<file path="src/design/lbbc_pkg.sv">
`timescale 1ns / 1ps
`default_nettype none
// ----------------------------------------------------------------------------
// lbbc_pkg
// Types, codes and constants shared by the LED blink and burst controller.
// ----------------------------------------------------------------------------
package lbbc_pkg;

    // Tick counter width; loaded values wrap to it
    localparam int CNT_W = 14;

    localparam logic [13:0] INTERVAL_MIN   = 14'd25;
    localparam logic [13:0] INTERVAL_MAX   = 14'd10000;
    localparam logic [13:0] INTERVAL_RESET = 14'd100;
    localparam logic [6:0]  DUTY_MIN       = 7'd1;
    localparam logic [6:0]  DUTY_MAX       = 7'd100;
    localparam logic [6:0]  DUTY_RESET     = 7'd50;
    localparam logic [7:0]  BURST_MIN      = 8'd2;
    localparam logic [7:0]  BURST_MAX      = 8'd100;

    // floor(x / 100) == (x * RECIP_100) >> RECIP_SHIFT for x up to 1e6
    localparam int          RECIP_SHIFT = 27;
    localparam logic [20:0] RECIP_100   = 21'd1342178;
    localparam int          SCALE_W     = 28;
    localparam int          PROD_W      = 14 + SCALE_W;

    typedef logic [SCALE_W-1:0] t_scale_tbl [128];

    function automatic t_scale_tbl build_scale_tbl();
        t_scale_tbl tbl;
        for (int i = 0; i < 128; i++) begin
            tbl[i] = SCALE_W'(i * RECIP_100);
        end
        return tbl;
    endfunction

    // duty * RECIP_100, one entry per duty code
    localparam t_scale_tbl DUTY_SCALE = build_scale_tbl();

    typedef enum logic [2:0] {
        EV_TICK    = 3'd0,
        EV_REPAINT = 3'd1,
        EV_STATUS  = 3'd2,
        EV_BURST   = 3'd3,
        EV_TOGGLE  = 3'd4
    } t_event;

    typedef enum logic [1:0] {
        MODE_OFF    = 2'd0,
        MODE_ON     = 2'd1,
        MODE_BLINK  = 2'd2,
        MODE_SIGNAL = 2'd3
    } t_mode;

    typedef enum logic [1:0] {
        CFG_INTERVAL = 2'd0,
        CFG_DUTY     = 2'd1,
        CFG_INVERT   = 2'd2,
        CFG_DEFERRED = 2'd3
    } t_cfg_idx;

    typedef struct packed {
        logic [2:0] mode;
        logic [1:0] new_status;
        logic [7:0] burst_pulses;
    } t_in_item;

    typedef struct packed {
        logic       pin_level;
        logic       pin_update;
        logic       burst_done;
        logic [1:0] led_mode;
    } t_out_item;

endpackage
`default_nettype wire

</file>
<file path="src/design/led_blink_burst_controller_top.sv">
`timescale 1ns / 1ps
`default_nettype none
// ----------------------------------------------------------------------------
// led_blink_burst_controller_top
// LED pin controller: steady, blinking with duty cycle, and counted bursts.
// ----------------------------------------------------------------------------
// Usage:
//   Events enter on the input channel (valid/ready) as t_in_item: tick,
//   repaint, set status, start burst or toggle. Every accepted event gives
//   exactly one t_out_item on the output channel: pin level, refresh flag,
//   burst-done flag and current mode.
//   The state update and the result are registered at the edge that accepts
//   the event. Throughput is one event per cycle while the output is not
//   stalled; the path is a 14x28 multiplier (on-time from interval and duty)
//   feeding the on/off time registers, which only configuration writes use.
//   Input ready stays high while the output register is empty or being
//   drained; when the receiver stalls the result holds and ready drops.
//   Configuration: write enable, register index (0 interval, 1 duty,
//   2 invert, 3 deferred refresh) and 14-bit data, applied at once, clamped.
//   Reset (synchronous, active low) gives mode off, pin low, interval 100,
//   duty 50 and a counter loaded with the on time.
// ----------------------------------------------------------------------------
module led_blink_burst_controller_top (
    input  wire                  i_clk,
    input  wire                  i_rst_n,
    input  wire                  i_in_valid,
    output logic                 o_in_ready,
    input  wire lbbc_pkg::t_in_item i_in_data,
    output logic                 o_out_valid,
    input  wire                  i_out_ready,
    output lbbc_pkg::t_out_item  o_out_data,
    input  wire                  i_cfg_we,
    input  wire  [1:0]           i_cfg_idx,
    input  wire  [13:0]          i_cfg_data
);
    import lbbc_pkg::*;

    // Configuration
    logic [13:0]      r_interval, n_interval;
    logic [6:0]       r_duty, n_duty;
    logic             r_invert, n_invert;
    logic             r_deferred, n_deferred;
    logic [CNT_W-1:0] r_on_time, n_on_time;
    logic [CNT_W-1:0] r_off_time, n_off_time;

    // Controller state
    logic [1:0]       r_mode, n_mode;
    logic [1:0]       r_prior, n_prior;
    logic             r_pin, n_pin;
    logic [CNT_W-1:0] r_tick, n_tick;
    logic [7:0]       r_toggles, n_toggles;

    // Result register
    logic             r_out_valid;
    t_out_item        r_out_data, n_out_data;

    logic             w_accept;
    logic [13:0]      w_int_clamp;
    logic [6:0]       w_duty_clamp;
    logic [7:0]       w_burst_clamp;
    logic [13:0]      w_mul_int;
    logic [6:0]       w_mul_duty;
    logic [PROD_W-1:0] w_prod;
    logic [13:0]      w_on_calc;
    logic             w_upd;
    logic             w_done;
    logic [1:0]       w_status;

    assign o_in_ready = !r_out_valid || i_out_ready;
    assign w_accept   = i_in_valid && o_in_ready;

    // Clamp written values and the burst pulse count
    always_comb begin
        if (i_cfg_data < INTERVAL_MIN) begin
            w_int_clamp = INTERVAL_MIN;
        end else if (i_cfg_data > INTERVAL_MAX) begin
            w_int_clamp = INTERVAL_MAX;
        end else begin
            w_int_clamp = i_cfg_data;
        end
        if (i_cfg_data[6:0] < DUTY_MIN) begin
            w_duty_clamp = DUTY_MIN;
        end else if (i_cfg_data[6:0] > DUTY_MAX) begin
            w_duty_clamp = DUTY_MAX;
        end else begin
            w_duty_clamp = i_cfg_data[6:0];
        end
        if (i_in_data.burst_pulses > BURST_MAX) begin
            w_burst_clamp = BURST_MAX;
        end else if (i_in_data.burst_pulses < BURST_MIN) begin
            w_burst_clamp = BURST_MIN;
        end else begin
            w_burst_clamp = i_in_data.burst_pulses;
        end
    end

    // On time = interval * duty / 100, through the reciprocal table
    always_comb begin
        w_mul_int  = r_interval;
        w_mul_duty = r_duty;
        if (i_cfg_idx == CFG_INTERVAL) begin
            w_mul_int = w_int_clamp;
        end
        if (i_cfg_idx == CFG_DUTY) begin
            w_mul_duty = w_duty_clamp;
        end
    end

    assign w_prod    = PROD_W'(w_mul_int) * PROD_W'(DUTY_SCALE[w_mul_duty]);
    assign w_on_calc = w_prod[RECIP_SHIFT +: 14];

    // Configuration writes
    always_comb begin
        n_interval = r_interval;
        n_duty     = r_duty;
        n_invert   = r_invert;
        n_deferred = r_deferred;
        n_on_time  = r_on_time;
        n_off_time = r_off_time;
        if (i_cfg_we) begin
            case (i_cfg_idx)
                CFG_INTERVAL: begin
                    n_interval = w_int_clamp;
                    n_on_time  = CNT_W'(w_on_calc);
                    n_off_time = CNT_W'(w_int_clamp - w_on_calc);
                end
                CFG_DUTY: begin
                    n_duty     = w_duty_clamp;
                    n_on_time  = CNT_W'(w_on_calc);
                    n_off_time = CNT_W'(r_interval - w_on_calc);
                end
                CFG_INVERT: begin
                    n_invert = i_cfg_data[0];
                end
                CFG_DEFERRED: begin
                    n_deferred = i_cfg_data[0];
                end
                default: begin
                end
            endcase
        end
    end

    // Event processing
    always_comb begin
        n_mode    = r_mode;
        n_prior   = r_prior;
        n_pin     = r_pin;
        n_tick    = r_tick;
        n_toggles = r_toggles;
        w_upd     = 1'b0;
        w_done    = 1'b0;
        w_status  = i_in_data.new_status;

        if (i_cfg_we) begin
            // Reload the counter on timing writes, repaint steady modes on invert writes unless deferred
            case (i_cfg_idx)
                CFG_INTERVAL, CFG_DUTY: begin
                    n_tick = (r_mode == MODE_SIGNAL) ? CNT_W'(n_interval) : n_on_time;
                end
                CFG_INVERT: begin
                    if (!r_deferred && (r_mode == MODE_OFF || r_mode == MODE_ON)) begin
                        n_pin = r_mode[0] ^ i_cfg_data[0];
                    end
                end
                default: begin
                end
            endcase
        end else if (w_accept) begin
            case (i_in_data.mode)
                EV_TICK: begin
                    if (r_mode == MODE_BLINK) begin
                        if (r_tick != '0) begin
                            n_tick = r_tick - 1'b1;
                        end else if (r_pin) begin
                            n_pin  = 1'b0;
                            n_tick = r_off_time;
                        end else begin
                            n_pin  = 1'b1;
                            n_tick = r_on_time;
                        end
                        w_upd = !r_deferred;
                    end else if (r_mode == MODE_SIGNAL) begin
                        if (r_tick != '0) begin
                            n_tick = r_tick - 1'b1;
                        end else begin
                            n_tick = CNT_W'(r_interval);
                            if (r_toggles != '0) begin
                                n_pin     = !r_pin;
                                n_toggles = r_toggles - 1'b1;
                            end else begin
                                n_mode = r_prior;
                                w_done = 1'b1;
                            end
                        end
                        if (!r_deferred) begin
                            if (n_mode == MODE_OFF || n_mode == MODE_ON) begin
                                n_pin = n_mode[0] ^ r_invert;
                            end
                            w_upd = 1'b1;
                        end
                    end
                end
                EV_REPAINT: begin
                    if (r_mode == MODE_OFF || r_mode == MODE_ON) begin
                        n_pin = r_mode[0] ^ r_invert;
                    end
                    w_upd = 1'b1;
                end
                EV_STATUS: begin
                    if (w_status == MODE_SIGNAL) begin
                        w_status = MODE_BLINK;
                    end
                    n_prior   = r_mode;
                    n_mode    = w_status;
                    n_toggles = '0;
                    if (!r_deferred) begin
                        if (w_status == MODE_OFF || w_status == MODE_ON) begin
                            n_pin = w_status[0] ^ r_invert;
                        end
                        w_upd = 1'b1;
                    end
                end
                EV_BURST: begin
                    n_prior   = r_mode;
                    n_toggles = {w_burst_clamp[6:0], 1'b0} - 8'd1;
                    n_mode    = MODE_SIGNAL;
                    n_pin     = !r_invert;
                    w_upd     = 1'b1;
                end
                EV_TOGGLE: begin
                    if (r_mode == MODE_OFF) begin
                        n_mode  = MODE_ON;
                        n_prior = MODE_OFF;
                    end else if (r_mode == MODE_ON) begin
                        n_mode  = MODE_OFF;
                        n_prior = MODE_ON;
                    end
                end
                default: begin
                end
            endcase
        end
    end

    always_comb begin
        n_out_data.pin_level  = n_pin;
        n_out_data.pin_update = w_upd;
        n_out_data.burst_done = w_done;
        n_out_data.led_mode   = n_mode;
    end

    always_ff @(posedge i_clk) begin
        if (!i_rst_n) begin
            r_interval  <= INTERVAL_RESET;
            r_duty      <= DUTY_RESET;
            r_invert    <= 1'b0;
            r_deferred  <= 1'b0;
            r_on_time   <= CNT_W'(50);
            r_off_time  <= CNT_W'(50);
            r_mode      <= MODE_OFF;
            r_prior     <= MODE_OFF;
            r_pin       <= 1'b0;
            r_tick      <= CNT_W'(50);
            r_toggles   <= '0;
            r_out_valid <= 1'b0;
        end else begin
            r_interval <= n_interval;
            r_duty     <= n_duty;
            r_invert   <= n_invert;
            r_deferred <= n_deferred;
            r_on_time  <= n_on_time;
            r_off_time <= n_off_time;
            r_mode     <= n_mode;
            r_prior    <= n_prior;
            r_pin      <= n_pin;
            r_tick     <= n_tick;
            r_toggles  <= n_toggles;
            // Hold the result until the receiver takes it
            if (w_accept) begin
                r_out_valid <= 1'b1;
            end else if (i_out_ready) begin
                r_out_valid <= 1'b0;
            end
        end
    end

    always_ff @(posedge i_clk) begin
        if (w_accept) begin
            r_out_data <= n_out_data;
        end
    end

    assign o_out_valid = r_out_valid;
    assign o_out_data  = r_out_data;

endmodule
`default_nettype wire
</file>
<file path="config.mk">
export PLATFORM = sky130hd
export DESIGN_NAME = led_blink_burst_controller_top
export DESIGN_NICKNAME = d
export VERILOG_FILES = /design/src/design/lbbc_pkg.sv /design/src/design/led_blink_burst_controller_top.sv
export SDC_FILE = /design/constraint.sdc
export NUM_CORES = 1
export LEC_CHECK = 0
export BUFFER_PORTS_ARGS = -buffer_cell sky130_fd_sc_hd__buf_4
export CAP_MARGIN = 10
export CORE_MARGIN = 5
export CORE_UTILIZATION = 40
export DETAILED_ROUTE_END_ITERATION = 10
export PLACE_DENSITY = 0.65
export SLEW_MARGIN = 5
export SYNTH_ARGS = -nofsm -noshare
export SYNTH_HDL_FRONTEND = slang
export SYNTH_SLANG_ARGS = --single-unit
</file>
<file path="constraint.sdc">
create_clock -name i_clk -period 11.6 [get_ports i_clk]
set_clock_uncertainty 0.1 [all_clocks]
set_input_delay 1.16 -clock i_clk [delete_from_list [all_inputs] [get_ports i_clk]]
set_output_delay 1.16 -clock i_clk [all_outputs]
set_load 0.02 [all_outputs]
</file>
# After elaboration in Yosys (flattened, before gate mapping)
# Memories as Yosys holds them, arrays and structs flattened.
# Index checks and enable logic that the tools add are counted.
# classes
order_cmp	7
addsub	5
n_shift	0
multipliers	1
eq_ne	19
n_div	0
n_reduce_logical	34
n_bitwise	8
mux	73
# ops
cell	count
$mux 14	16
$mux 28	2
$mul 14x28->41	1
$mux 2	19
$mux 7	5
$mux 8	4
$pmux 14 s2	1
$sub 14x14->14	2
$pmux 8 s3	1
$mux 1	21
$sub 8x1->8 const B	2
$gt 14x14->1 const B	1
$lt 14x5->1 const B	1
$reduce_bool 14->1	1
$sub 14x1->14 const B	1
$eq 2x2->1 const B	5
$ne 2x2->1 const B	5
$reduce_bool 2->1	5
$eq 2x1->1 const B	4
$ge 8x8->1 const B	1
$gt 8x7->1 const B	1
$logic_not 2->1	4
$lt 8x2->1 const B	1
$not 7->8	1
other kinds (23)	42
# word_totals
mem_count	1
input_bits	34
word_cells	164
mem_bits_ro	3584
mem_bits_rw	0
output_inout_bits	7
latch_bits	0
reg_bits	84
# memory_table
memory	depth	width	rd	rd_ports_with_merged_regs	wr	line	source
(name not given)	128	28	1	0	0	led_blink_burst_controller_top.sv:109	assign w_prod = PROD_W'(w_mul_int) * PROD_W'(DUTY_SCALE[w_mul_duty]);

# Logic depth before layout (Yosys ltp)
# logic_depth
ltp_word	17
depth_mapped	50
ltp_nobuf	47

# Worst setup path after synthesis
# Ideal clock, no wire load.
# synth_timing
kind	in2reg
startpoint	input port i_cfg_data[6]
endpoint	register r_off_time[13]
arrival_time_ns	11.974
setup_slack_ns	-0.552
path_buffers	5
path_stages	47
required_ns	11.422
setup_ns	0.078
cell_sequence	buf_6 > or4_1 > o221a_1 > or2_4 > clkinv_4 > clkbuf_1 > ha_1 > clkbuf_1 > buf_1 > nor2_1 > o21ai_0 > a21oi_1 > a2111oi_0 > a21oi_1 > o31ai_1 > clkbuf_1 > nand2_1 > fa_1 > (+11 left out) > nand4_1 > nor2_1 > nand3_1 > or4_2 > o211a_1 > o31a_1 > a21boi_4 > o31ai_1 > ha_1 > or3_1 > o21ai_0 > o31ai_1 > o41ai_1 > mux2i_1 > a2111oi_0 > nor2_1 > and3_1 > nor3_1
# synth_via
elab_chain_len	11
word_cells_on_any_way	18
classes_between	add/sub: 2; mul: 1; order compare: 4; mux: 9; bitwise: 1; memory: 1
# synth_rtl
element	line	source
start: declaration	led_blink_burst_controller_top.sv:34	input wire [13:0] i_cfg_data
$gt 7x7->1	led_blink_burst_controller_top.sv:83	end else if (i_cfg_data[6:0] > DUTY_MAX) begin
$mux 7	led_blink_burst_controller_top.sv:83	
$mux 7 (*)	led_blink_burst_controller_top.sv:81	if (i_cfg_data[6:0] < DUTY_MIN) begin
$mux 7 (*)	led_blink_burst_controller_top.sv:104	if (i_cfg_idx == CFG_DUTY) begin
via w_mul_duty[0]	led_blink_burst_controller_top.sv:62	logic [6:0] w_mul_duty;
$not 7->8 (implied by the code) (*)	led_blink_burst_controller_top.sv:109	
$mem_v2 128x28 (*)	-	
$mux 28 (implied by the code) (*) (2 in a row)	led_blink_burst_controller_top.sv:109	
$mul 14x28->41 (*)	led_blink_burst_controller_top.sv:109	
$sub 14x14->14, on equally long branches	led_blink_burst_controller_top.sv:130, led_blink_burst_controller_top.sv:125	
$pmux 14 s2 (*)	led_blink_burst_controller_top.sv:121	case (i_cfg_idx)
end signal: assignment	led_blink_burst_controller_top.sv:273	r_off_time <= n_off_time;
end: declaration	led_blink_burst_controller_top.sv:44	logic [CNT_W-1:0] r_off_time, n_off_time;
# The timed path passes the listed nets; every way through them passes the cells marked *. The select of a mux whose other input is x is not followed.
# A chain may end at the register's enable or synchronous reset.

# Final worst setup path
# layout_timing
startpoint	input port i_cfg_data[4]
endpoint	register r_off_time[13]
# layout_via
elab_chain_len	11
word_cells_on_any_way	18
classes_between	add/sub: 2; mul: 1; order compare: 4; mux: 9; bitwise: 1; memory: 1
# layout_rtl
element	line
$gt 7x7->1	led_blink_burst_controller_top.sv:83
$mux 7	led_blink_burst_controller_top.sv:83
$mux 7	led_blink_burst_controller_top.sv:81
$mux 7	led_blink_burst_controller_top.sv:104
$not 7->8 (implied by the code)	led_blink_burst_controller_top.sv:109
$mem_v2 128x28	-
$mux 28 (implied by the code) (2 in a row)	led_blink_burst_controller_top.sv:109
$mul 14x28->41	led_blink_burst_controller_top.sv:109
$sub 14x14->14, on equally long branches	led_blink_burst_controller_top.sv:130, led_blink_burst_controller_top.sv:125
$pmux 14 s2 (*)	led_blink_burst_controller_top.sv:121
# Mark *: on every way between the ends. The rest lies on a longest branch, timed or not. The select of a mux whose other input is x is not followed.

==> results.md <==
* Status: completed
* Initial Util at roughly 41%
* Hold Crit Endpoint: r_off_time[6]
* Pre-Repair DR Iteration Count at 7
* Synth warn at 0
* Syn-to-layout area delta at 19.8%
* Drt total wl at ~72 mm
* Clock Latency Late Sink at between 300 and 400 ps
* Number of synthesized flops with an enable pin at 5
* PortBufs at 40
* GPL Wtd Cong at ~0.96
* Worst setup path category: input pin to register
* First-pass GRT wire length at 112 mm
* Placed cell count at approximately 3500
* Worst path most repeated cell: fa_1
* Worst setup SP type: input pin
* Final Cycle Share at 97.8%
* CP max FO at 8
* Core area at just over 0.05 mm²
* Hold/Removal Path Class: register to register
* Nets@finish at around 3300
* Worst Setup End Kind: register
* Primary FF master, synth: dfxtp_1
* Crit path largest cell delay at 550 ps
* Initial antenna violation count at 1
* Total Routing Usage GR at 24.7%
* Area of the multi-input gates at 0.0173 mm²
* Die height at 236 µm
* CTS clk-pin slew, worst paths at 80 ps
* Hold path start: r_off_time[6]
* Vias per cell at ~5.8
* Max Fclk at 88.1 MHz
* Worst flop-to-flop path endpoint: r_off_time[13]
* R2R Setup Slk at 1430 ps
* Final TNS setup at 0 ps
* Initial drt markers at around 2200
* Register area at 0.00173 mm²
* Cells on Worst Hold Path at 2
* Setup Viol. Count Final at 0
* Max-slew violations at 0
* Hpwl dp at 55.6 mm
* Yosys cell types at 91
* CP required at 11750 ps
* H-tree depth at 3
* CP arrival at 11500 ps
* Hold Buf Count CTS at 0
* Die X at around 240 µm
* Filler cells at 4904
* I/O pins at 41
* Antenna-violating nets left at 0
* Final worst path period need at 11350 ps
* Final std cells w/o fill at roughly 3600
* Clock root buffer: clkbuf_16
* Largest net degree at the start of global routing at between 50 and 60
* Worst path slowest cell: fa_1
* Reg2reg path depth at 40
* Reg-to-reg startpoint: r_duty[4]
* Total CTS buffers at 9
* Fraction of layout cells with a size suffix above 1 at 17.2%
* Post-Syn Nets at 3161
* MaxCap Viol Count at 0
* FP Rows at 82
* Deepest clock path buffer count at 2
* Syn Std Cell Area at 0.0204 mm²
* Via count at a little over 20000
* Worst-Margin Slew at about 990 ps
* Remaining DRCs at 0
* CTS tree: done
* Max_slew headroom at 33.9%
* Die ar. at 0.0555 mm²
* Wire per inst at 20.3 µm
* Syn Area/Cell at 7.55 µm²
* GRT Residual Overflow at 0
* Synth async-reset ratio at 0%
* Gate Count Post-Synth at 2699
* Register area share after synthesis at under 10%
* Total clock sinks at 84
* Final Hold Fails at 0
* Number of global-route vias before repair at 20215
* #FFs+latches synth at between 80 and 90
cell families after synthesis:
logic type / Yosys count / synth area share [%]
xor+xnor: 41 / 1.76
simple gates: 1018 / 22.2
compound gates: 580 / 18.4
buf+inv: 502 / 9.61
fa+ha+maj: 428 / 37.2
flops: 84 / 8.50
mux: 46 / 2.29
synth_stat cells (all sizes together) (7+ instances only):
cell | instances | area share, %
a2111oi | 10 | 0.43
nor4 | 8 | 0.25
and2 | 93 | 2.9
nand3 | 53 | 1.3
o221ai | 19 | 0.82
o21ai | 159 | 3.9
xor2 | 11 | 0.47
or3 | 13 | 0.40
buf | 39 | 0.88
dfxtp | 79 | 7.8
o211ai | 30 | 1.1
nand2 | 467 | 8.6
a221oi | 10 | 0.43
nor2 | 256 | 4.8
and3 | 11 | 0.36
nand4 | 15 | 0.46
o22ai | 13 | 0.40
o2111ai | 7 | 0.30
a311oi | 7 | 0.30
a211oi | 28 | 1.1
ha | 132 | 8.1
nor2b | 9 | 0.28
o31ai | 11 | 0.41
a21boi | 8 | 0.35
a31oi | 21 | 0.64
or4 | 9 | 0.36
nand2b | 17 | 0.52
a21oi | 146 | 3.6
a22oi | 8 | 0.29
a221o | 8 | 0.39
nor3 | 41 | 1.0
or2 | 7 | 0.23
xnor2 | 30 | 1.3
inv | 327 | 6.0
mux2i | 41 | 2.0
a21o | 30 | 1.1
o21a | 13 | 0.49
clkbuf | 134 | 2.6
fa | 296 | 29
worst max-delay path, delay by kind of cell:
kind	cells	cell delay (ps)
AOI/OAI and AO/OA	13	2570
adders and majority gates	9	3720
buffers and inverters	10	1020
muxes	2	300
and+or+nand+nor	12	2730
worst max path at each step:
| stage | start | endpoint | cells after the start | slack (ps) |
|---|---|---|---|---|
| after floorplan | i_cfg_data[6] | r_off_time[13] | 47 | 10 |
| after global placement | i_cfg_data[4] | r_off_time[13] | 44 | -300 |
| after detailed placement | i_cfg_data[4] | r_off_time[13] | 45 | -460 |
| after CTS | i_cfg_data[4] | r_off_time[13] | 45 | 20 |
| after global routing | i_cfg_data[4] | r_off_time[13] | 48 | -180 |
| final | i_cfg_data[4] | r_off_time[13] | 46 | 250 |
registers in the layout (all words and copies together) (netlist names), 2 cells and up:
name	cells
r_interval	14
r_off_time	14
r_on_time	14
r_tick	14
r_toggles	8
r_duty	7
o_out_data	5
r_mode	2
r_prior	2
per-stage QoR:
step	cell area [µm²]	setup slack [ps]	util, %	hold WS [ps]
5_1_grt	24400	-181	48.5	375
2_1_floorplan	20400	10.4	-	332
4_1_cts	23700	16.8	47.1	355
3_5_place_dp	23300	-460	46.4	344
6_report	24400	251	48.5	354
3_3_place_gp	23300	-303	46.4	342
routing by layer:
layer	wire length, µm	up-vias	part of all wire (%)	track usage, %
li1	-	9335	-	-
met1	29900	10169	41	34.8
met2	33300	1039	46	39.8
met3	6920	177	9.5	3.16
met4	2290	2	3.2	7.34
met5	10	-	0.014	0
final cells by class:
cell class / instances / area share, %
Inverter: 328 / 5.07
Sequential cell: 84 / 7.10
Tap cell: 672 / 3.45
Clock inverter: 7 / 0.262
Antenna cell: 1 / 0.0103
Timing Repair Buffer: 350 / 12.3
Clock buffer: 9 / 0.923
Multi-Input combinational cell: 2114 / 70.9
layout by cell type, fill, tap and decap left out, types with 8 or more instances in the layout:
| master | instances |
|---|---|
| a221o_1 | 8 |
| clkbuf_16 | 12 |
| a21oi_2 | 9 |
| nand3_1 | 52 |
| mux2i_1 | 36 |
| o21ai_2 | 13 |
| o21ai_0 | 125 |
| nand4_1 | 15 |
| and2_1 | 89 |
| nor4_1 | 8 |
| o22ai_1 | 13 |
| xnor2_1 | 30 |
| nand2b_1 | 17 |
| o211ai_1 | 30 |
| inv_1 | 325 |
| o21a_1 | 12 |
| xor2_1 | 11 |
| nor2_2 | 9 |
| buf_12 | 21 |
| nor2_1 | 242 |
| a221oi_1 | 8 |
| o221ai_1 | 17 |
| or3_1 | 12 |
| and3_1 | 9 |
| nor3_1 | 37 |
| a31oi_1 | 20 |
| dfxtp_1 | 79 |
| a21o_1 | 29 |
| fa_1 | 294 |
| ha_1 | 121 |
| a211oi_1 | 25 |
| nand2_1 | 461 |
| a21oi_1 | 135 |
| buf_4 | 316 |
| o21ai_1 | 19 |
timing repair:
item	in CTS	in global routing
pin swaps	0	51
cloned	0	4
setup buffers	0	18
endpoints found under the setup margin	1	6
gates resized for setup	6	131
endpoints found under the hold margin	0	0
Power is not shown: default switching activity piles up to over one toggle a cycle in this logic, so the estimate is an artifact.
